==> src/hw/rtl/double_ended_queue_defines.svh <==
// Assertion macros for the double-ended queue RTL.
// Used by modules that carry concurrent checks; expects clk and rst in scope.
`ifndef DOUBLE_ENDED_QUEUE_DEFINES_SVH
`define DOUBLE_ENDED_QUEUE_DEFINES_SVH

// Check that is off while reset is asserted.
`define DEQ_ASSERT(lbl, prop, msg) \
  lbl: assert property (@(posedge clk) disable iff (rst) prop) else $error(msg);

// Check that also holds during reset.
`define DEQ_ASSERT_ALWAYS(lbl, prop, msg) \
  lbl: assert property (@(posedge clk) prop) else $error(msg);

`endif

==> src/hw/rtl/deq_pkg.sv <==
// Shared types and constants for the double-ended queue.
// No dependencies.
package deq_pkg;

  localparam int unsigned CapacityDefault = 16;
  localparam int unsigned DataWidth       = 32;
  localparam int unsigned OccWidth        = 5;

  typedef enum logic [2:0] {
    OP_PUSH_FRONT = 3'd0,
    OP_PUSH_BACK  = 3'd1,
    OP_POP_FRONT  = 3'd2,
    OP_POP_BACK   = 3'd3,
    OP_PEEK_FRONT = 3'd4
  } op_t;

  typedef enum logic [1:0] {
    ST_OK    = 2'd0,
    ST_EMPTY = 2'd1,
    ST_FULL  = 2'd2
  } status_t;

  // Per-cycle command broadcast to every cell.
  typedef struct packed {
    logic push_front;  // shift toward the back, cell 0 takes the new value
    logic push_back;   // cell at the current count takes the new value
    logic pop_front;   // shift toward the front
  } cell_ctl_t;

endpackage

==> src/hw/rtl/deq_cell.sv <==
// One storage cell of the queue row; shifts with its neighbors.
// Depends on deq_pkg.
module deq_cell #(
  parameter int unsigned IDX = 0,
  parameter int unsigned CW  = 5
) (
  input  logic                                   clk,
  input  deq_pkg::cell_ctl_t                     ctl,
  input  logic [CW-1:0]                          count,
  input  logic signed [deq_pkg::DataWidth-1:0]   value,
  input  logic signed [deq_pkg::DataWidth-1:0]   left_data,
  input  logic signed [deq_pkg::DataWidth-1:0]   right_data,
  output logic signed [deq_pkg::DataWidth-1:0]   data,
  output logic signed [deq_pkg::DataWidth-1:0]   tail_data
);

  logic at_count;
  logic is_tail;

  assign at_count  = (count == CW'(IDX));
  assign is_tail   = (count == CW'(IDX + 1));
  assign tail_data = is_tail ? data : '0;

  always_ff @(posedge clk) begin
    priority if (ctl.push_front) begin
      data <= left_data;
    end else if (ctl.push_back && at_count) begin
      data <= value;
    end else if (ctl.pop_front) begin
      data <= right_data;
    end else begin
      data <= data;
    end
  end

endmodule

==> src/hw/rtl/double_ended_queue.sv <==
// Double-ended queue of signed 32-bit values: one operation per cycle
// (push front/back, pop front/back, peek front). busy never rises, so an
// operation can be issued in every cycle; its result appears on the cycle
// after the transfer, for one cycle, marked by done, and cannot be stalled.
// Storage is a row of CAPACITY cells with the front entry always in cell 0:
// a push or pop at the front shifts the whole row by one cell in that cycle.
// Depends on deq_pkg, deq_cell and double_ended_queue_defines.svh.
module double_ended_queue #(
  parameter int unsigned CAPACITY = deq_pkg::CapacityDefault
) (
  input  logic                                 clk,
  input  logic                                 rst,
  input  logic                                 start,
  output logic                                 busy,
  input  logic [2:0]                           opcode,
  input  logic signed [deq_pkg::DataWidth-1:0] value,
  output logic                                 done,
  output logic signed [deq_pkg::DataWidth-1:0] result_value,
  output logic [1:0]                           status,
  output logic [deq_pkg::OccWidth-1:0]         occupancy
);

  `include "double_ended_queue_defines.svh"

  localparam int unsigned CW = $clog2(CAPACITY + 1);

  logic                                 accept;
  logic [CW-1:0]                        count;
  logic [CW-1:0]                        count_next;
  logic                                 full;
  logic                                 empty;
  logic                                 full_push;
  logic                                 empty_read;
  deq_pkg::cell_ctl_t                   ctl;
  deq_pkg::status_t                     st;
  logic signed [deq_pkg::DataWidth-1:0] res;
  logic signed [deq_pkg::DataWidth-1:0] back_data;
  logic signed [deq_pkg::DataWidth-1:0] cell_data [CAPACITY];
  logic signed [deq_pkg::DataWidth-1:0] cell_tail [CAPACITY];

  assign busy   = 1'b0;
  assign accept = start && !busy;
  assign full   = (count == CW'(CAPACITY));
  assign empty  = (count == '0);

  assign full_push  = accept && full &&
                      (opcode == deq_pkg::OP_PUSH_FRONT || opcode == deq_pkg::OP_PUSH_BACK);
  assign empty_read = accept && empty &&
                      (opcode == deq_pkg::OP_POP_FRONT || opcode == deq_pkg::OP_POP_BACK ||
                       opcode == deq_pkg::OP_PEEK_FRONT);

  genvar gi;
  generate
    for (gi = 0; gi < CAPACITY; gi++) begin : g_cell
      logic signed [deq_pkg::DataWidth-1:0] left_in;
      logic signed [deq_pkg::DataWidth-1:0] right_in;
      if (gi == 0) begin : g_first
        assign left_in = value;
      end else begin : g_mid_l
        assign left_in = cell_data[gi-1];
      end
      if (gi == CAPACITY - 1) begin : g_last
        assign right_in = cell_data[gi];
      end else begin : g_mid_r
        assign right_in = cell_data[gi+1];
      end
      deq_cell #(
        .IDX (gi),
        .CW  (CW)
      ) u_cell (
        .clk        (clk),
        .ctl        (ctl),
        .count      (count),
        .value      (value),
        .left_data  (left_in),
        .right_data (right_in),
        .data       (cell_data[gi]),
        .tail_data  (cell_tail[gi])
      );
    end
  endgenerate

  // Exactly one cell flags itself as the tail when the queue is not empty.
  always_comb begin
    back_data = '0;
    for (int i = 0; i < CAPACITY; i++) begin
      back_data = back_data | cell_tail[i];
    end
  end

  always_comb begin
    ctl        = '0;
    st         = deq_pkg::ST_OK;
    res        = '0;
    count_next = count;
    if (accept) begin
      unique case (deq_pkg::op_t'(opcode))
        deq_pkg::OP_PUSH_FRONT: begin
          if (full) begin
            st = deq_pkg::ST_FULL;
          end else begin
            ctl.push_front = 1'b1;
            count_next     = count + CW'(1);
          end
        end
        deq_pkg::OP_PUSH_BACK: begin
          if (full) begin
            st = deq_pkg::ST_FULL;
          end else begin
            ctl.push_back = 1'b1;
            count_next    = count + CW'(1);
          end
        end
        deq_pkg::OP_POP_FRONT: begin
          if (empty) begin
            st = deq_pkg::ST_EMPTY;
          end else begin
            res           = cell_data[0];
            ctl.pop_front = 1'b1;
            count_next    = count - CW'(1);
          end
        end
        deq_pkg::OP_POP_BACK: begin
          if (empty) begin
            st = deq_pkg::ST_EMPTY;
          end else begin
            res        = back_data;
            count_next = count - CW'(1);
          end
        end
        deq_pkg::OP_PEEK_FRONT: begin
          if (empty) begin
            st = deq_pkg::ST_EMPTY;
          end else begin
            res = cell_data[0];
          end
        end
        default: begin
        end
      endcase
    end
  end

  always_ff @(posedge clk) begin
    if (rst) begin
      count <= '0;
      done  <= 1'b0;
    end else begin
      count <= count_next;
      done  <= accept;
    end
  end

  always_ff @(posedge clk) begin
    if (accept) begin
      result_value <= res;
      status       <= st;
      occupancy    <= deq_pkg::OccWidth'(count_next);
    end
  end

  `DEQ_ASSERT_ALWAYS(a_never_busy, busy == 1'b0, "busy raised")
  `DEQ_ASSERT(a_count_bound, count <= CW'(CAPACITY), "count above capacity")
  `DEQ_ASSERT(a_done_follows, accept |=> done, "transfer without result")
  `DEQ_ASSERT(a_no_spurious, !accept |=> !done, "result without transfer")
  `DEQ_ASSERT(a_full_refuse, full_push |=> (status == deq_pkg::ST_FULL && $stable(count)),
              "push into full queue not refused")
  `DEQ_ASSERT(a_empty_flag, empty_read |=> (status == deq_pkg::ST_EMPTY && result_value == '0),
              "empty read not flagged")

endmodule
==> config.mk <==
export PLATFORM = sky130hd
export DESIGN_NAME = double_ended_queue
export DESIGN_NICKNAME = d
export VERILOG_FILES = /design/src/hw/rtl/deq_pkg.sv /design/src/hw/rtl/deq_cell.sv /design/src/hw/rtl/double_ended_queue.sv
export VERILOG_INCLUDE_DIRS = /design/src /design/src/hw/rtl
export SDC_FILE = /design/constraint.sdc
export NUM_CORES = 1
export LEC_CHECK = 0
export BUFFER_PORTS_ARGS = -buffer_cell sky130_fd_sc_hd__buf_4
export CAP_MARGIN = 20
export CORE_MARGIN = 2
export CORE_UTILIZATION = 45
export CTS_CLUSTER_SIZE = 10
export DETAILED_ROUTE_END_ITERATION = 7
export PLACE_DENSITY = 0.7
export SYNTH_ARGS = -nofsm -noshare
export SYNTH_HDL_FRONTEND = slang
export SYNTH_SLANG_ARGS = --single-unit
==> constraint.sdc <==
create_clock -name clk -period 10.71 [get_ports clk]
set_input_delay 3.213 -clock clk [delete_from_list [all_inputs] [get_ports clk]]
set_output_delay 3.213 -clock clk [all_outputs]
set_load 0.01 [all_outputs]
* After elaboration in Yosys (flattened, before gate mapping)
Index checks and enable logic that the tools add are counted.
Cells by class: reductions and logical operators 38, $lt $le $gt $ge 0, div/mod/pow operators 0, bitwise logic cells 15, shifts and indexed selects 0, mux-type cells 79, $mul 0, add/sub/neg operators 2, equal/unequal tests 20
Operators with widths (count):
- two-way mux 32 bit | 65
- bitwise OR 32 bit | 15
- one-hot mux 32 bit (2 select lines) | 1
- nonzero test 3 bit | 15
- equality test 5 x 4 -> 1 bit, second input constant | 8
- equality test 5 x 3 -> 1 bit, second input constant | 4
- logical AND 1 bit | 16
- two-way mux 5 bit | 3
- equality test 5 x 2 -> 1 bit, second input constant | 2
- one-hot mux 5 bit (2 select lines) | 1
- equality test 3 x 2 -> 1 bit, second input constant | 2
- two-way mux 1 bit | 6
- OR reduction 2 bit | 3
- adder 5 x 1 -> 5 bit, second input constant | 1
- equality test 5 x 1 -> 1 bit, second input constant | 1
- equality test 5 bit, second input constant | 1
- logical NOT 5 bit | 1
- subtractor 5 x 1 -> 5 bit, second input constant | 1
- one-hot mux 2 bit (2 select lines) | 1
- equality test 3 x 1 -> 1 bit, second input constant | 1
- equality test 3 bit, second input constant | 1
- logical NOT 3 bit | 1
- two-way mux 3 bit | 1
- OR reduction 3 bit | 1
- 2 further kinds | 2
Word-level totals: bits in read-only memories 0, register bits after elaboration 557, memories kept 0, bits in latches 0, bits in writable memories 0, output and inout bits 41, input port bits 38, logic and storage cells 175

* Logic depth before layout (Yosys ltp)
word-level depth 19, depth in mapped cells 13, gate-level depth less buffers 8

* By module
Synthesis repeated with hierarchy kept, for this count alone.
Second synthesis, totals: cell total of the unflattened synthesis 3604, area, all modules 36073.3 µm²
Modules (own cells, without submodules):
- deq_cell at g_cell[5].u_cell ... | seq. area each 960.9 µm², instances 2, area each 2049.5 µm², cells an instance 194
- deq_cell at g_cell[4].u_cell ... | seq. area each 960.9 µm², instances 2, area each 2016.9 µm², cells an instance 197
- deq_cell at g_cell[10].u_cell ... | seq. area each 960.9 µm², instances 2, area each 2005.7 µm², cells an instance 195
- double_ended_queue | seq. area each 1291.2 µm², instances 1, area each 3055.4 µm², cells an instance 306
- deq_cell at g_cell[1].u_cell | seq. area each 960.9 µm², instances 1, area each 2179.6 µm², cells an instance 195
- deq_cell at g_cell[14].u_cell | seq. area each 960.9 µm², instances 1, area each 2158.3 µm², cells an instance 225
- deq_cell at g_cell[12].u_cell | seq. area each 960.9 µm², instances 1, area each 2125.8 µm², cells an instance 225
- deq_cell at g_cell[7].u_cell | seq. area each 960.9 µm², instances 1, area each 2113.3 µm², cells an instance 226
- deq_cell at g_cell[15].u_cell | seq. area each 960.9 µm², instances 1, area each 2104.5 µm², cells an instance 226
- deq_cell at g_cell[2].u_cell | seq. area each 960.9 µm², instances 1, area each 2094.5 µm², cells an instance 224
- deq_cell at g_cell[13].u_cell | seq. area each 960.9 µm², instances 1, area each 2077.0 µm², cells an instance 224
- deq_cell at g_cell[11].u_cell | seq. area each 960.9 µm², instances 1, area each 2018.2 µm², cells an instance 193
- deq_cell at g_cell[0].u_cell | seq. area each 960.9 µm², instances 1, area each 2011.9 µm², cells an instance 195
- deq_cell at g_cell[3].u_cell | seq. area each 960.9 µm², instances 1, area each 1990.7 µm², cells an instance 193

* Worst setup path after synthesis
No wires, ideal clock.
path kind input port to flip-flop, start input port opcode[2], end register g_cell[0].u_cell.data[0] (netlist bit) (enable), buffers on the path 1, data required time 10.244 ns, data arrival time 6.057 ns, setup slack 4.187 ns, library setup time 0.466 ns, stages on the path 4, cell sequence and2b_1 -> clkbuf_1 -> nand2_1 -> o21ai_0
On the way: longest elaborated chain between the ends 5, elaborated cells on any way between the ends 9, those cells by class eq/ne (2); mux (4); reduce/logical (3)
RTL lines:
- from (decl) | line double_ended_queue.sv:15 | input logic [2:0] opcode,
- equality test 3 x 1 -> 1 bit | line double_ended_queue.sv:97 | unique case (deq_pkg::op_t'(opcode))
- two-way mux 1 bit | line double_ended_queue.sv:97
- two-way mux 3 bit (*) | line double_ended_queue.sv:96 | if (accept) begin
- logical AND 1 bit | line deq_cell.sv:27 | end else if (ctl.push_back && at_count) begin
- nonzero test 3 bit (no line) (*)
- to (signal assigned) | line deq_cell.sv:26 | data <= left_data;
- to (signal assigned) | line deq_cell.sv:28 | data <= value;
- to (signal assigned) | line deq_cell.sv:30 | data <= right_data;
- to (decl) | line deq_cell.sv:13 | output logic signed [deq_pkg::DataWidth-1:0] data,
Mark *: on every way between the ends. The rest lies on a longest branch, timed or not. A chain may end at the register's enable or synchronous reset.

* Worst setup path after layout
start input port opcode[0], end register g_cell[3].u_cell.data[12] (netlist bit) (enable)
On the way: longest elaborated chain between the ends 5, elaborated cells on any way between the ends 9, those cells by class eq/ne (2); mux (4); reduce/logical (3)
RTL lines (line):
- equality test 3 x 1 -> 1 bit | double_ended_queue.sv:97
- two-way mux 1 bit | double_ended_queue.sv:97
- two-way mux 3 bit (*) | double_ended_queue.sv:96
- logical AND 1 bit | deq_cell.sv:27
- nonzero test 3 bit (no line) (*)
- to (signal assigned) | deq_cell.sv:26
- to (signal assigned) | deq_cell.sv:28
- to (signal assigned) | deq_cell.sv:30
- to (decl) | deq_cell.sv:13
Marked as above.

==> impl_metrics.tcl <==
set metrics [dict create \
    status "finished, final reports clean" \
    ys_ff_latch 557 \
    worst-path-stages 7 \
    path_cells "buf_4 > nand2_1 > nor3_4 > buf_4 > nand3_4 > nand2_2 > buf_4" \
    post-place-ws_ps 3430 \
    slowest_delay_ps 1010 \
    drt_iter0_drc 3994 \
    cp-start-kind "input port" \
    maxCapViolCount 0 \
    coreArea_sq_mm 0.0700 \
    cp-end-kind "register" \
    ys_warn_count 0 \
    synth_top_area_frac 0.519 \
    required_ps 10960 \
    postCtsSetupBuffers 0 \
    grt_pass1_wl_mm 163 \
    initial_core_util 0.455 \
    track_usage 0.298 \
    clock_skew_ps 20.1 \
    areaGrowthSynthToFinish_pct 8.95 \
    finalWeightedCongestion 0.866 \
    fmax_ghz 0.143 \
    multi_input_area_sq_mm 0.0139 \
    r2r_end "g_cell[3].u_cell.data[12]" \
    crit_path_frequent_cell "buf_4" \
    power.leakage_nw 12.4 \
    synth_edf_count 551 \
    io_buffer_count 77 \
    async_flop_share 0 \
    grt_max_degree 232 \
    rsz0062_at_grt "false" \
    synth_area_leader_cell "edfxtp_1" \
    drive_gt1_frac 0.0996 \
    io_pins 79 \
    p_per_area_mw_per_mm2 143 \
    synthDistinctLibCells 67 \
    r2r-start "count[0]" \
    dieHeight_um 270 \
    drv_slew 0 \
    cts.sinks 557 \
    final_nets 2995 \
    dp_cells 3818 \
    min_path_type "reg2reg" \
    clk_latency_ps 630 \
    die_x_um 270 \
    relSlewSlack 0.169 \
    cts_resized 0 \
    critPathSlowestCell "nand2_2" \
    period_share 0.653 \
    r2r_slack_ps 5650 \
    cts_buffers 67 \
    grt_pass1_vias 24300 \
    fillers 6290 \
    antenna_found_initial 3 \
    drt_pre_antenna_iters 6 \
    period_minus_slack_ps 6990 \
    cts_tree "yes" \
    die_area_sq_mm 0.0730 \
    htree_levels 3 \
    netlist_instances 3051 \
    crit_end "g_cell[3].u_cell.data[12]" \
    synth_seq_area_share 0.523 \
    cp.buffers_inverters 3 \
    max-clock-path-buffers 3 \
    vias 26100 \
    routedWlPerCell_um 28.7 \
    path_class "in2reg" \
    grt-ovfl-total 0 \
    finalHoldViolCount 0 \
    setup-tns-final_ps 0 \
    setup_ws_ps 3720 \
    syn_avg_cell_area_sq_um 10.4 \
    crit_path_start "opcode[0]" \
    seqCellArea_sq_mm 0.0167 \
    routed_wl_mm 112 \
    clk_pin_slew_ps 60 \
    synthTopCellsByArea "edfxtp_1 52%, mux2i_1 12%, nand2_1 6.3%" \
    worstPathArrival_ps 7240 \
    fin_cells 3912 \
    path_max_fanout 41 \
    clock_tree.root_cell "clkbuf_16" \
    dp_hpwl_mm 61.1 \
    ant_nets 0 \
    worst_slew_pin_slew_ps 1240 \
    drc 0 \
    postCtsHoldBufs 0 \
    ir_worst_vdd_mv 0.0945 \
    vias_per_cell 6.68 \
    setup_viol 0 \
    crit_family "simple AND/OR/NAND/NOR gates" \
    fp-row-count 97 \
    syn-num-nets 3095 \
    rr_worst_depth 8 \
    syn-cell-area_sq_mm 0.0319 \
    synthFlopType "edfxtp_1" \
]
flip-flops by register name, summed over array words and instances, names as in the netlist:
| register | flops |
|---|---|
| status | 2 |
| done | 1 |
| result_value | 32 |
| g_cell.u_cell.data | 512 |
| count | 5 |
| occupancy | 5 |
cell families (layout without fill, tap and decap cells):
kind of cell	Yosys count	after routing	share of synthesized area
AND/OR/NAND/NOR	1017	1017	0.146
AO/OA/AOI/OAI	728	728	0.138
flip-flops	557	557	0.523
multiplexers	432	432	0.141
buffers and inverters	308	228	0.0488
adder cells (fa/ha/maj)	6	6	0.00236
XOR/XNOR	2	2	0.000550
other	1	2	0.000118
worst register-to-register path, stage by stage, from the launching register on:
cell and delay, ps:
dfxtp_1 460, inv_1 130, ha_1 430, nor4bb_4 280
nor3_4 190, buf_4 550, nand3_4 980, nand2_2 1040
buf_4 600
layout make-up:
cell class	instances	area share
inverters	5	0.000540
diodes	1	0.0000721
clock buffers	80	0.0515
well taps	940	0.0339
flip-flops and latches	557	0.480
repair buffers	134	0.0327
clock inverters	9	0.00220
multi-input cells	2186	0.399
power by group:
part / leakage (nW) / internal, W / switching, W
clock network: 0.915 / 0.00117 / 0.000912
registers: 5.12 / 0.00247 / 0.0000479
logic: 6.35 / 0.000114 / 0.000261
total: 12.4 / 0.00375 / 0.00122
cell usage in the layout, fill, tap and decap left out, types with 6 or more instances in the layout:
master	instances
a21oi_1	94
a221o_1	15
a22oi_1	78
and3_1	17
and3b_1	43
buf_12	9
buf_4	123
clkbuf_1	10
clkbuf_16	70
edfxtp_1	551
mux2_4	29
mux2i_1	397
nand2_1	518
nand2_2	11
nand3_1	219
nand4_1	6
nor2_1	115
nor3_1	18
nor4_1	14
o211ai_1	126
o21ai_0	275
o21ai_1	65
o22a_1	14
o22ai_1	34
worst min path at each step:
stage / startpoint / to / slack [ps] / depth (start not counted)
final: g_cell[9].u_cell.data[30] / g_cell[10].u_cell.data[30] / 590 / 2
after global routing: g_cell[1].u_cell.data[18] / g_cell[2].u_cell.data[18] / 600 / 2
after CTS: g_cell[14].u_cell.data[6] / g_cell[15].u_cell.data[6] / 580 / 2
after detailed placement: g_cell[12].u_cell.data[13] / g_cell[13].u_cell.data[13] / 560 / 2
after global placement: g_cell[9].u_cell.data[8] / g_cell[10].u_cell.data[8] / 560 / 2
after floorplan: g_cell[14].u_cell.data[0] / g_cell[15].u_cell.data[0] / 530 / 2
synthesized netlist by cell type, drive strengths merged, types with 5 or more instances:
library cell    n
a21oi          95
a221o          15
a22oi          78
and3           18
and3b          43
buf           170
clkbuf        133
dfxtp           6
edfxtp        551
ha              6
inv             5
mux2           34
mux2i         397
nand2         532
nand2b          7
nand3         221
nand4           7
nor2          117
nor2b          10
nor3           20
nor4           14
o211ai        126
o21ai         341
o22a           14
o22ai          34
o31ai           6
metal layers:
| layer | share of wire | wire length (um) | up-vias | GRT usage |
|---|---|---|---|---|
| met1 | 0.38 | 42200 | 12600 | 0.403 |
| met2 | 0.43 | 48100 | 2004 | 0.441 |
| li1 | - | - | 11200 | - |
| met5 | 0.00023 | 26 | - | 0 |
| met3 | 0.14 | 15900 | 392 | 0.0842 |
| met4 | 0.053 | 6000 | 4 | 0.142 |
through the flow:
stage	hold slack [ps]	total power, W	cell area [sq um]	util
finish	589	0.00497	34700	0.496
CTS	584	0.00496	34600	0.495
global route	602	0.00509	34700	0.496
floorplan	533	0.00276	31900	-
global placement	558	0.00291	32700	0.467
detailed placement	565	0.00291	32800	0.468
No activity file was read; power rests on OpenSTA's default activity.
